**config.mk**
```make
export PLATFORM = sky130hd
export DESIGN_NAME = repeat_match_trigger_capture
export DESIGN_NICKNAME = d
export VERILOG_FILES = /design/src/rtl/rmtc_pkg.sv /design/src/rtl/repeat_match_trigger_capture.sv /design/src/rtl/rmtc_step.sv
export SDC_FILE = /design/constraint.sdc
export NUM_CORES = 2
export LEC_CHECK = 0
export BUFFER_PORTS_ARGS = -buffer_cell sky130_fd_sc_hd__buf_2
export CORE_ASPECT_RATIO = 1.4
export CORE_UTILIZATION = 40
export DETAILED_ROUTE_END_ITERATION = 10
export PLACE_DENSITY = 0.61
export RECOVER_POWER = 50
export SETUP_SLACK_MARGIN = 0.2
export SLEW_MARGIN = 20
export SYNTH_ARGS = -nofsm -noshare
export SYNTH_HDL_FRONTEND = slang
export SYNTH_SLANG_ARGS = --single-unit
export TNS_END_PERCENT = 30
```
**constraint.sdc**
```tcl
create_clock -name clk -period 21.3 [get_ports clk]
set_input_delay 3.195 -clock clk [delete_from_list [all_inputs] [get_ports clk]]
set_output_delay 3.195 -clock clk [all_outputs]
set_load 0.005 [all_outputs]
```
**src/rtl/rmtc_pkg.sv**
```systemverilog
// ----------------------------------------------------------------------------
// rmtc_pkg
// Shared widths, codes and types of the repeat-match trigger capture block.
// ----------------------------------------------------------------------------
package rmtc_pkg;

  localparam int SAMPLE_W    = 9;
  localparam int OP_W        = 2;
  localparam int IDX_W       = 7;
  localparam int STATUS_W    = 3;
  localparam int POS_W       = 8;
  localparam int THRESH_W    = 9;
  localparam int CHECK_W     = 8;
  localparam int LIMIT_W     = 16;
  localparam int CFG_IDX_W   = 3;
  localparam int CFG_DATA_W  = 16;
  localparam int IN_TDATA_W  = 16;
  localparam int OUT_TDATA_W = 24;
  localparam int OUT_PAD_W   = OUT_TDATA_W - (POS_W + 1 + SAMPLE_W);

  // Item kinds.
  localparam logic [OP_W-1:0] OP_SAMPLE = 2'd0;
  localparam logic [OP_W-1:0] OP_REARM  = 2'd1;
  localparam logic [OP_W-1:0] OP_READ   = 2'd2;

  // Result status codes.
  localparam logic [STATUS_W-1:0] ST_STORED   = 3'd0;
  localparam logic [STATUS_W-1:0] ST_MISMATCH = 3'd1;
  localparam logic [STATUS_W-1:0] ST_TIMEOUT  = 3'd2;
  localparam logic [STATUS_W-1:0] ST_IGNORED  = 3'd3;
  localparam logic [STATUS_W-1:0] ST_REARMED  = 3'd4;
  localparam logic [STATUS_W-1:0] ST_READ     = 3'd5;

  // Configuration register indexes.
  localparam logic [CFG_IDX_W-1:0] REG_ERROR_THRESHOLD = 3'd0;
  localparam logic [CFG_IDX_W-1:0] REG_CHECK_COUNT     = 3'd1;
  localparam logic [CFG_IDX_W-1:0] REG_RESET_LIMIT     = 3'd2;
  localparam logic [CFG_IDX_W-1:0] REG_RESET_NEVER     = 3'd3;
  localparam logic [CFG_IDX_W-1:0] REG_TRIGGER_ENABLE  = 3'd4;

  // Configuration reset values.
  localparam logic [THRESH_W-1:0] RST_ERROR_THRESHOLD = 9'd8;
  localparam logic [CHECK_W-1:0]  RST_CHECK_COUNT     = 8'd5;
  localparam logic [LIMIT_W-1:0]  RST_RESET_LIMIT     = 16'd64;

  typedef struct packed {
    logic [THRESH_W-1:0] error_threshold;
    logic [CHECK_W-1:0]  check_count;
    logic [LIMIT_W-1:0]  reset_limit;
    logic                reset_never;
    logic                trigger_enable;
  } cfg_t;

  typedef struct packed {
    logic [STATUS_W-1:0] status;
    logic                store;
  } step_ctl_t;

endpackage

```
**src/rtl/repeat_match_trigger_capture.sv**
```systemverilog
// Throughput: one item per cycle, sustained, while neither side stalls; either side
// may stall freely. An accepted item is registered into the decision stage, is
// decided there, and its result is registered into the output register, from
// which it transfers. The store is read once per item and the read address
// comes from the decision on the item before.
// Reset clears control state and loads configuration defaults; the store
// needs no clearing pass, a high-water mark gives zero for unwritten entries.
// ----------------------------------------------------------------------------
// repeat_match_trigger_capture
// Capture buffer whose trigger requires the leading samples of a new frame to
// match the previous frame within a threshold, with a failure timeout.
// ----------------------------------------------------------------------------
module repeat_match_trigger_capture #(
  parameter int FRAME_SAMPLES = 128
) (
  input  logic                                clk,
  input  logic                                rst,
  input  logic                                cfg_we,
  input  logic [rmtc_pkg::CFG_IDX_W-1:0]      cfg_index,
  input  logic [rmtc_pkg::CFG_DATA_W-1:0]     cfg_data,
  input  logic                                s_axis_tvalid,
  output logic                                s_axis_tready,
  input  logic [rmtc_pkg::IN_TDATA_W-1:0]     s_axis_tdata,   // sample[8:0], read_index[15:9]
  input  logic [rmtc_pkg::OP_W-1:0]           s_axis_tuser,   // op[1:0]
  output logic                                m_axis_tvalid,
  input  logic                                m_axis_tready,
  output logic [rmtc_pkg::OUT_TDATA_W-1:0]    m_axis_tdata,   // write_position[7:0],
                                                              // frame_full[8],
                                                              // read_data[17:9], zero[23:18]
  output logic [rmtc_pkg::STATUS_W-1:0]       m_axis_tuser    // status[2:0]
);

  localparam int FILL_W = $clog2(FRAME_SAMPLES + 1);
  localparam int ADDR_W = $clog2(FRAME_SAMPLES);

  // Configuration registers.
  rmtc_pkg::cfg_t cfg;

  // Architectural state.
  logic [FILL_W-1:0]            fill;
  logic [FILL_W-1:0]            high_water;
  logic                         prev_valid;
  logic [rmtc_pkg::LIMIT_W-1:0] fail_count;

  // Sample store.
  logic [rmtc_pkg::SAMPLE_W-1:0] mem [FRAME_SAMPLES];
  logic [rmtc_pkg::SAMPLE_W-1:0] mem_q;
  logic [ADDR_W-1:0]             rd_addr;
  logic [ADDR_W-1:0]             wr_addr;
  logic                          wr_go;
  logic                          fwd_hit;
  logic [rmtc_pkg::SAMPLE_W-1:0] fwd_data;

  // Decision stage.
  logic                          s1_valid;
  logic [rmtc_pkg::OP_W-1:0]     s1_op;
  logic [rmtc_pkg::SAMPLE_W-1:0] s1_sample;
  logic [rmtc_pkg::IDX_W-1:0]    s1_ridx;
  logic [rmtc_pkg::SAMPLE_W-1:0] s1_stored;
  rmtc_pkg::step_ctl_t           ctl;
  logic [FILL_W-1:0]             fill_next;
  logic                          prev_valid_next;
  logic [rmtc_pkg::LIMIT_W-1:0]  fail_count_next;
  logic [rmtc_pkg::SAMPLE_W-1:0] step_rdata;
  logic [FILL_W-1:0]             fill_ahead;
  logic [FILL_W+rmtc_pkg::POS_W-1:0] pos_ext;

  // Output register.
  logic                          out_valid;
  logic [rmtc_pkg::STATUS_W-1:0] out_status;
  logic [rmtc_pkg::POS_W-1:0]    out_pos;
  logic                          out_full;
  logic [rmtc_pkg::SAMPLE_W-1:0] out_rdata;

  logic in_fire;
  logic s1_fire;

  assign s1_fire       = s1_valid && (!out_valid || m_axis_tready);
  assign s_axis_tready = !s1_valid || s1_fire;
  assign in_fire       = s_axis_tvalid && s_axis_tready;

  always_ff @(posedge clk) begin
    if (rst) begin
      cfg.error_threshold <= rmtc_pkg::RST_ERROR_THRESHOLD;
      cfg.check_count     <= rmtc_pkg::RST_CHECK_COUNT;
      cfg.reset_limit     <= rmtc_pkg::RST_RESET_LIMIT;
      cfg.reset_never     <= 1'b0;
      cfg.trigger_enable  <= 1'b1;
    end else if (cfg_we) begin
      unique case (cfg_index)
        rmtc_pkg::REG_ERROR_THRESHOLD: cfg.error_threshold <= cfg_data[rmtc_pkg::THRESH_W-1:0];
        rmtc_pkg::REG_CHECK_COUNT:     cfg.check_count     <= cfg_data[rmtc_pkg::CHECK_W-1:0];
        rmtc_pkg::REG_RESET_LIMIT:     cfg.reset_limit     <= cfg_data[rmtc_pkg::LIMIT_W-1:0];
        rmtc_pkg::REG_RESET_NEVER:     cfg.reset_never     <= cfg_data[0];
        rmtc_pkg::REG_TRIGGER_ENABLE:  cfg.trigger_enable  <= cfg_data[0];
        default: begin
        end
      endcase
    end
  end

  // The next item's read address follows the fill position as the item now
  // in the decision stage will leave it.
  assign fill_ahead = s1_fire ? fill_next : fill;

  always_comb begin
    if (s_axis_tuser == rmtc_pkg::OP_READ) begin
      rd_addr = ADDR_W'(s_axis_tdata[rmtc_pkg::IN_TDATA_W-1:rmtc_pkg::SAMPLE_W]);
    end else if (fill_ahead == FILL_W'(FRAME_SAMPLES)) begin
      rd_addr = '0;
    end else begin
      rd_addr = ADDR_W'(fill_ahead);
    end
  end

  assign wr_addr = ADDR_W'(fill);
  assign wr_go   = s1_fire && ctl.store;

  always_ff @(posedge clk) begin
    if (wr_go) begin
      mem[wr_addr] <= s1_sample;
    end
    if (in_fire) begin
      mem_q <= mem[rd_addr];
    end
  end

  // A write and a read of the same entry at one edge: the read takes the new
  // sample instead of the old memory contents.
  always_ff @(posedge clk) begin
    if (rst) begin
      fwd_hit <= 1'b0;
    end else if (in_fire) begin
      fwd_hit <= wr_go && (wr_addr == rd_addr);
    end
  end

  always_ff @(posedge clk) begin
    if (in_fire) begin
      fwd_data <= s1_sample;
    end
  end

  assign s1_stored = fwd_hit ? fwd_data : mem_q;

  always_ff @(posedge clk) begin
    if (rst) begin
      s1_valid <= 1'b0;
    end else if (s_axis_tready) begin
      s1_valid <= s_axis_tvalid;
    end
  end

  always_ff @(posedge clk) begin
    if (in_fire) begin
      s1_op     <= s_axis_tuser;
      s1_sample <= s_axis_tdata[rmtc_pkg::SAMPLE_W-1:0];
      s1_ridx   <= s_axis_tdata[rmtc_pkg::IN_TDATA_W-1:rmtc_pkg::SAMPLE_W];
    end
  end

  rmtc_step #(
    .FRAME_SAMPLES (FRAME_SAMPLES)
  ) u_step (
    .op              (s1_op),
    .sample          (s1_sample),
    .read_index      (s1_ridx),
    .stored          (s1_stored),
    .fill            (fill),
    .prev_valid      (prev_valid),
    .fail_count      (fail_count),
    .high_water      (high_water),
    .cfg             (cfg),
    .ctl             (ctl),
    .fill_next       (fill_next),
    .prev_valid_next (prev_valid_next),
    .fail_count_next (fail_count_next),
    .read_data       (step_rdata)
  );

  always_ff @(posedge clk) begin
    if (rst) begin
      fill       <= '0;
      high_water <= '0;
      prev_valid <= 1'b0;
      fail_count <= '0;
    end else if (s1_fire) begin
      fill       <= fill_next;
      prev_valid <= prev_valid_next;
      fail_count <= fail_count_next;
      // Writes always go to the next entry of a filled prefix, so the mark
      // only moves when the write lands exactly on it.
      if (ctl.store && (fill == high_water)) begin
        high_water <= high_water + 1'b1;
      end
    end
  end

  assign pos_ext = {{rmtc_pkg::POS_W{1'b0}}, fill_next};

  always_ff @(posedge clk) begin
    if (rst) begin
      out_valid <= 1'b0;
    end else if (s1_fire) begin
      out_valid <= 1'b1;
    end else if (m_axis_tready) begin
      out_valid <= 1'b0;
    end
  end

  always_ff @(posedge clk) begin
    if (s1_fire) begin
      out_status <= ctl.status;
      out_pos    <= pos_ext[rmtc_pkg::POS_W-1:0];
      out_full   <= (fill_next == FILL_W'(FRAME_SAMPLES));
      out_rdata  <= step_rdata;
    end
  end

  assign m_axis_tvalid = out_valid;
  assign m_axis_tuser  = out_status;
  assign m_axis_tdata  = {{rmtc_pkg::OUT_PAD_W{1'b0}}, out_rdata, out_full, out_pos};

endmodule

```
**src/rtl/rmtc_step.sv**
```systemverilog
// ----------------------------------------------------------------------------
// rmtc_step
// Decision logic for one item: trigger timeout, match check against the
// stored frame, rearm, fill update and read-back selection.
// ----------------------------------------------------------------------------
module rmtc_step #(
  parameter int FRAME_SAMPLES = 128
) (
  input  logic [rmtc_pkg::OP_W-1:0]                     op,
  input  logic [rmtc_pkg::SAMPLE_W-1:0]                 sample,
  input  logic [rmtc_pkg::IDX_W-1:0]                    read_index,
  input  logic [rmtc_pkg::SAMPLE_W-1:0]                 stored,
  input  logic [$clog2(FRAME_SAMPLES + 1)-1:0]          fill,
  input  logic                                          prev_valid,
  input  logic [rmtc_pkg::LIMIT_W-1:0]                  fail_count,
  input  logic [$clog2(FRAME_SAMPLES + 1)-1:0]          high_water,
  input  rmtc_pkg::cfg_t                                cfg,
  output rmtc_pkg::step_ctl_t                           ctl,
  output logic [$clog2(FRAME_SAMPLES + 1)-1:0]          fill_next,
  output logic                                          prev_valid_next,
  output logic [rmtc_pkg::LIMIT_W-1:0]                  fail_count_next,
  output logic [rmtc_pkg::SAMPLE_W-1:0]                 read_data
);

  localparam int FILL_W  = $clog2(FRAME_SAMPLES + 1);
  localparam int CHK_W   = (FILL_W > rmtc_pkg::CHECK_W) ? FILL_W : rmtc_pkg::CHECK_W;
  localparam int RIDX_W  = (FILL_W > rmtc_pkg::IDX_W) ? FILL_W : rmtc_pkg::IDX_W;

  logic                          full;
  logic                          in_check;
  logic                          read_ok;
  logic [rmtc_pkg::SAMPLE_W-1:0] gap;

  assign full     = (fill == FILL_W'(FRAME_SAMPLES));
  assign in_check = (CHK_W'(fill) < CHK_W'(cfg.check_count));
  assign gap      = (sample >= stored) ? (sample - stored) : (stored - sample);

  // Entries below the high-water mark have been written at least once; reads
  // of the rest return zero, as the store itself is never cleared.
  assign read_ok  = (RIDX_W'(read_index) < RIDX_W'(high_water));

  always_comb begin
    ctl.status      = rmtc_pkg::ST_IGNORED;
    ctl.store       = 1'b0;
    fill_next       = fill;
    prev_valid_next = prev_valid;
    fail_count_next = fail_count;
    read_data       = '0;
    unique case (op)
      rmtc_pkg::OP_SAMPLE: begin
        if (!full) begin
          ctl.status = rmtc_pkg::ST_STORED;
          if (cfg.trigger_enable) begin
            if (!cfg.reset_never && (fail_count >= cfg.reset_limit)) begin
              fail_count_next = '0;
              prev_valid_next = 1'b0;
              fill_next       = '0;
              ctl.status      = rmtc_pkg::ST_TIMEOUT;
            end else if (prev_valid && in_check && (gap > cfg.error_threshold)) begin
              if (fail_count != '1) begin
                fail_count_next = fail_count + 1'b1;
              end
              fill_next  = '0;
              ctl.status = rmtc_pkg::ST_MISMATCH;
            end
          end
          if (ctl.status == rmtc_pkg::ST_STORED) begin
            ctl.store = 1'b1;
            fill_next = fill + 1'b1;
          end
        end
      end
      rmtc_pkg::OP_REARM: begin
        ctl.status = rmtc_pkg::ST_REARMED;
        if (full) begin
          prev_valid_next = 1'b1;
          fail_count_next = '0;
          fill_next       = '0;
        end
      end
      rmtc_pkg::OP_READ: begin
        ctl.status = rmtc_pkg::ST_READ;
        if (read_ok) begin
          read_data = stored;
        end
      end
      default: begin
      end
    endcase
  end

endmodule

```
==> metrics <==
status finished with violations; Die Span Y 435 um; CTS buffer count 115; asr flop ratio synth 0; Seq/Total Area, Yosys 0.704; Total Wirelength 167000 um; Final Non-Filler Cells 6022; Fmax 84.2 MHz; RSZ-0062 raised after global routing false; Worst VDD drop 0.0695 mV; Die Footprint 136000 um2; switching share of power 0.235; DRC 0; Post-synth EDFFs 1209; slew margin rel. -1.79; yosys warns 0; CP Capture Type flip-flop; CTS Hold Bufs 0; Cells after DPL 5808; H-tree depth 3; Post-DP Area 55700 um2; Critical Path RT 21.87 ns; clk_skew 0.0352 ns; Setup-failing EPs final 0; antenna violations before repair 3; CTS clock-pin slew for the worst setup and hold paths 0.06 ns; CTS sink count 1280; synthesized cell area 53600 um2; all-layer global routing usage 0.243; Post-CTS Repair Setup Buffers 0; Longest Clk Path Bufs 3; crit-path max FO 125; Setup WS pre-CTS 11.34 ns; Seq pwr share 0.534; final net count 4272; number of hold violations in the final report 0; Vias/cell 5.80; cell-internal power 3.98 mW; WS Path Type flip-flop to flip-flop; final RePlAce weighted congestion 0.919; post-route setup TNS 0 ns; Die X 311 um; predominant post-synthesis flop cell edfxtp_1; vias in the first global route 33503; flops & latches, synth 1280; CTS tree yes; iteration-0 DRC count of the detailed router 3954; worst-margin pin slew 4.19 ns; PnR Total Power 5.20 mW; crit path DAT 12.44 ns; part of the power in combinational logic 0.075; Final ANT Viol Nets 0; syn avg cell area 12.9 um2; CP dominant cell by count nor3_1; DR vias 34906; Resize count post-CTS 0; Final Cell Area 59200 um2; Max Cap Viol 21; Hold WS 0.459 ns; Routed WL per cell 27.7 um; final core occ 0.446; Slowest-stage cell, CP clkbuf_1; post-synth cell types 92; part of the power in the clock network 0.391; Overflow after GRT 0; share of cells above drive strength 1 0.0796; CORE AREA 133000 um2; PortBufs 64; post-route setup slack 9.43 ns; final period demand of the worst path 11.87 ns; area grow syn2layout 10.4%; Root Driver clkbuf_16; total I/O pin count 71; worst hold path class flip-flop to flip-flop; dpl hpwl 103000 um; final worst path period share 0.557; max-slew violations 1304; Critical Path Source Type flip-flop; Post-Synthesis Cells 4141; first-pass GRT wire length 239000 um; crit-path max cell delay 2.60 ns; Clock Latency Late Sink 0.75 ns; Starting Density 0.404; NetSw 1.22 mW; P_leak 19.8 nW; row count 158; violated checks max-capacitance violations, max-slew violations; largest net degree at the start of global routing 137; Pre-antenna DRT Iters 6; power density over the cells 87.8 nW/um2
==> power by group through the flow <==
stage          combinational [mW]  sequential [mW]  clock, mW
6_report                    0.389             2.77       2.03
5_1_grt                     0.414             2.77       2.13
4_1_cts                     0.387             2.77       2.05
3_5_place_dp                0.385             2.82          0
3_3_place_gp                0.385             2.82          0
2_1_floorplan               0.220             2.84          0
==> cell usage in the layout, fill, tap and decap left out, types with 29 or more instances in the layout <==
| master | n |
|---|---|
| o21ai_0 | 52 |
| edfxtp_1 | 1209 |
| inv_1 | 71 |
| a211oi_1 | 37 |
| clkbuf_1 | 61 |
| a21oi_1 | 268 |
| nand2_1 | 860 |
| buf_4 | 58 |
| mux2i_1 | 196 |
| a31oi_1 | 38 |
| ha_1 | 63 |
| o22ai_1 | 51 |
| and3_1 | 33 |
| nor3_1 | 33 |
| nand4_1 | 29 |
| nor2_1 | 237 |
| buf_2 | 52 |
| clkbuf_16 | 117 |
| dfxtp_1 | 71 |
| a22oi_1 | 43 |
| nand3_1 | 275 |
==> cell families (layout without fill, tap and decap cells) <==
| group | Yosys count | after routing | synth area share |
|---|---|---|---|
| AOI/OAI and AO/OA | 673 | 673 | 0.0825 |
| xor gates and xnor gates | 36 | 36 | 0.00588 |
| adders and majority gates | 65 | 65 | 0.0154 |
| buffers and inverters | 319 | 434 | 0.0302 |
| DFF | 1280 | 1280 | 0.704 |
| muxes | 203 | 203 | 0.0380 |
| other | 1 | 7 | 0.0000699 |
| and+or+nand+nor | 1564 | 1564 | 0.124 |
==> cell type report <==
cell class	instances	area, um2
Antenna cell	1	2.50
Clock buffer	149	3080
Clock inverter	64	529
Fill cell	11820	73400
Inverter	73	274
Multi-Input combinational cell	2547	14500
Sequential cell	1280	37700
Tap cell	1760	2200
Timing Repair Buffer	148	936
==> registers in the layout (all words and copies together) (netlist names), 2 cells and up <==
name / cells
cfg: 35
fail_count: 16
fill: 8
fwd_data: 9
high_water: 8
m_axis_tuser: 3
mem: 1152
mem_q: 9
out_pos: 8
out_rdata: 9
s1_op: 2
s1_ridx: 7
s1_sample: 9
==> final timing paths <==
| kind | from | to | slack (ns) | cells after the start |
|---|---|---|---|---|
| max | s1_sample[4] | mem_q[1] | 9.43 | 26 |
| min | cfg[34] | cfg[34] | 0.46 | 2 |
| min reg2reg | cfg[34] | cfg[34] | 0.46 | 2 |
| max reg2reg | s1_sample[4] | mem_q[1] | 9.43 | 26 |
==> per-layer routing <==
metal | up-vias | share of wire | global-route usage
li1 | 15398 | - | -
met1 | 17369 | 0.35 | 0.281
met2 | 1725 | 0.49 | 0.411
met3 | 410 | 0.081 | 0.0423
met4 | 4 | 0.074 | 0.163
met5 | - | 0.00017 | 0
==> critical path, delay by kind of cell, from the launching register on <==
family | cells | cell delay, ns
flip-flops | 1 | 0.32
adder cells (fa/ha/maj) | 2 | 0.82
AO/OA/AOI/OAI | 9 | 3.43
AND/OR/NAND/NOR | 10 | 2.39
buffers and inverters | 5 | 4.60
==> cell usage after synthesis (8+ instances only) <==
master | instances | area share
a2111oi_0 | 10 | 0.0016
a211o_1 | 9 | 0.0015
a211oi_1 | 40 | 0.0056
a21o_1 | 12 | 0.0017
a21oi_1 | 269 | 0.025
a22oi_1 | 43 | 0.0060
a311oi_1 | 11 | 0.0018
a31oi_1 | 38 | 0.0044
a32oi_1 | 9 | 0.0015
and3_1 | 33 | 0.0039
buf_1 | 22 | 0.0015
buf_2 | 100 | 0.0093
buf_4 | 30 | 0.0042
buf_6 | 19 | 0.0040
clkbuf_1 | 72 | 0.0050
dfxtp_1 | 71 | 0.027
edfxtp_1 | 1209 | 0.68
ha_1 | 63 | 0.015
inv_1 | 72 | 0.0050
mux2i_1 | 197 | 0.037
nand2_1 | 862 | 0.060
nand3_1 | 275 | 0.026
nand4_1 | 29 | 0.0034
nor2_1 | 251 | 0.018
nor2b_1 | 15 | 0.0018
nor3_1 | 33 | 0.0031
nor4_1 | 29 | 0.0034
o211ai_1 | 13 | 0.0018
o21a_1 | 8 | 0.0011
o21ai_0 | 52 | 0.0049
o221ai_1 | 13 | 0.0021
o22ai_1 | 52 | 0.0061
o31ai_1 | 10 | 0.0014
or3_1 | 8 | 0.00093
xnor2_1 | 16 | 0.0026
xor2_1 | 20 | 0.0033
Note: power is estimated with default switching activity, not from simulation.
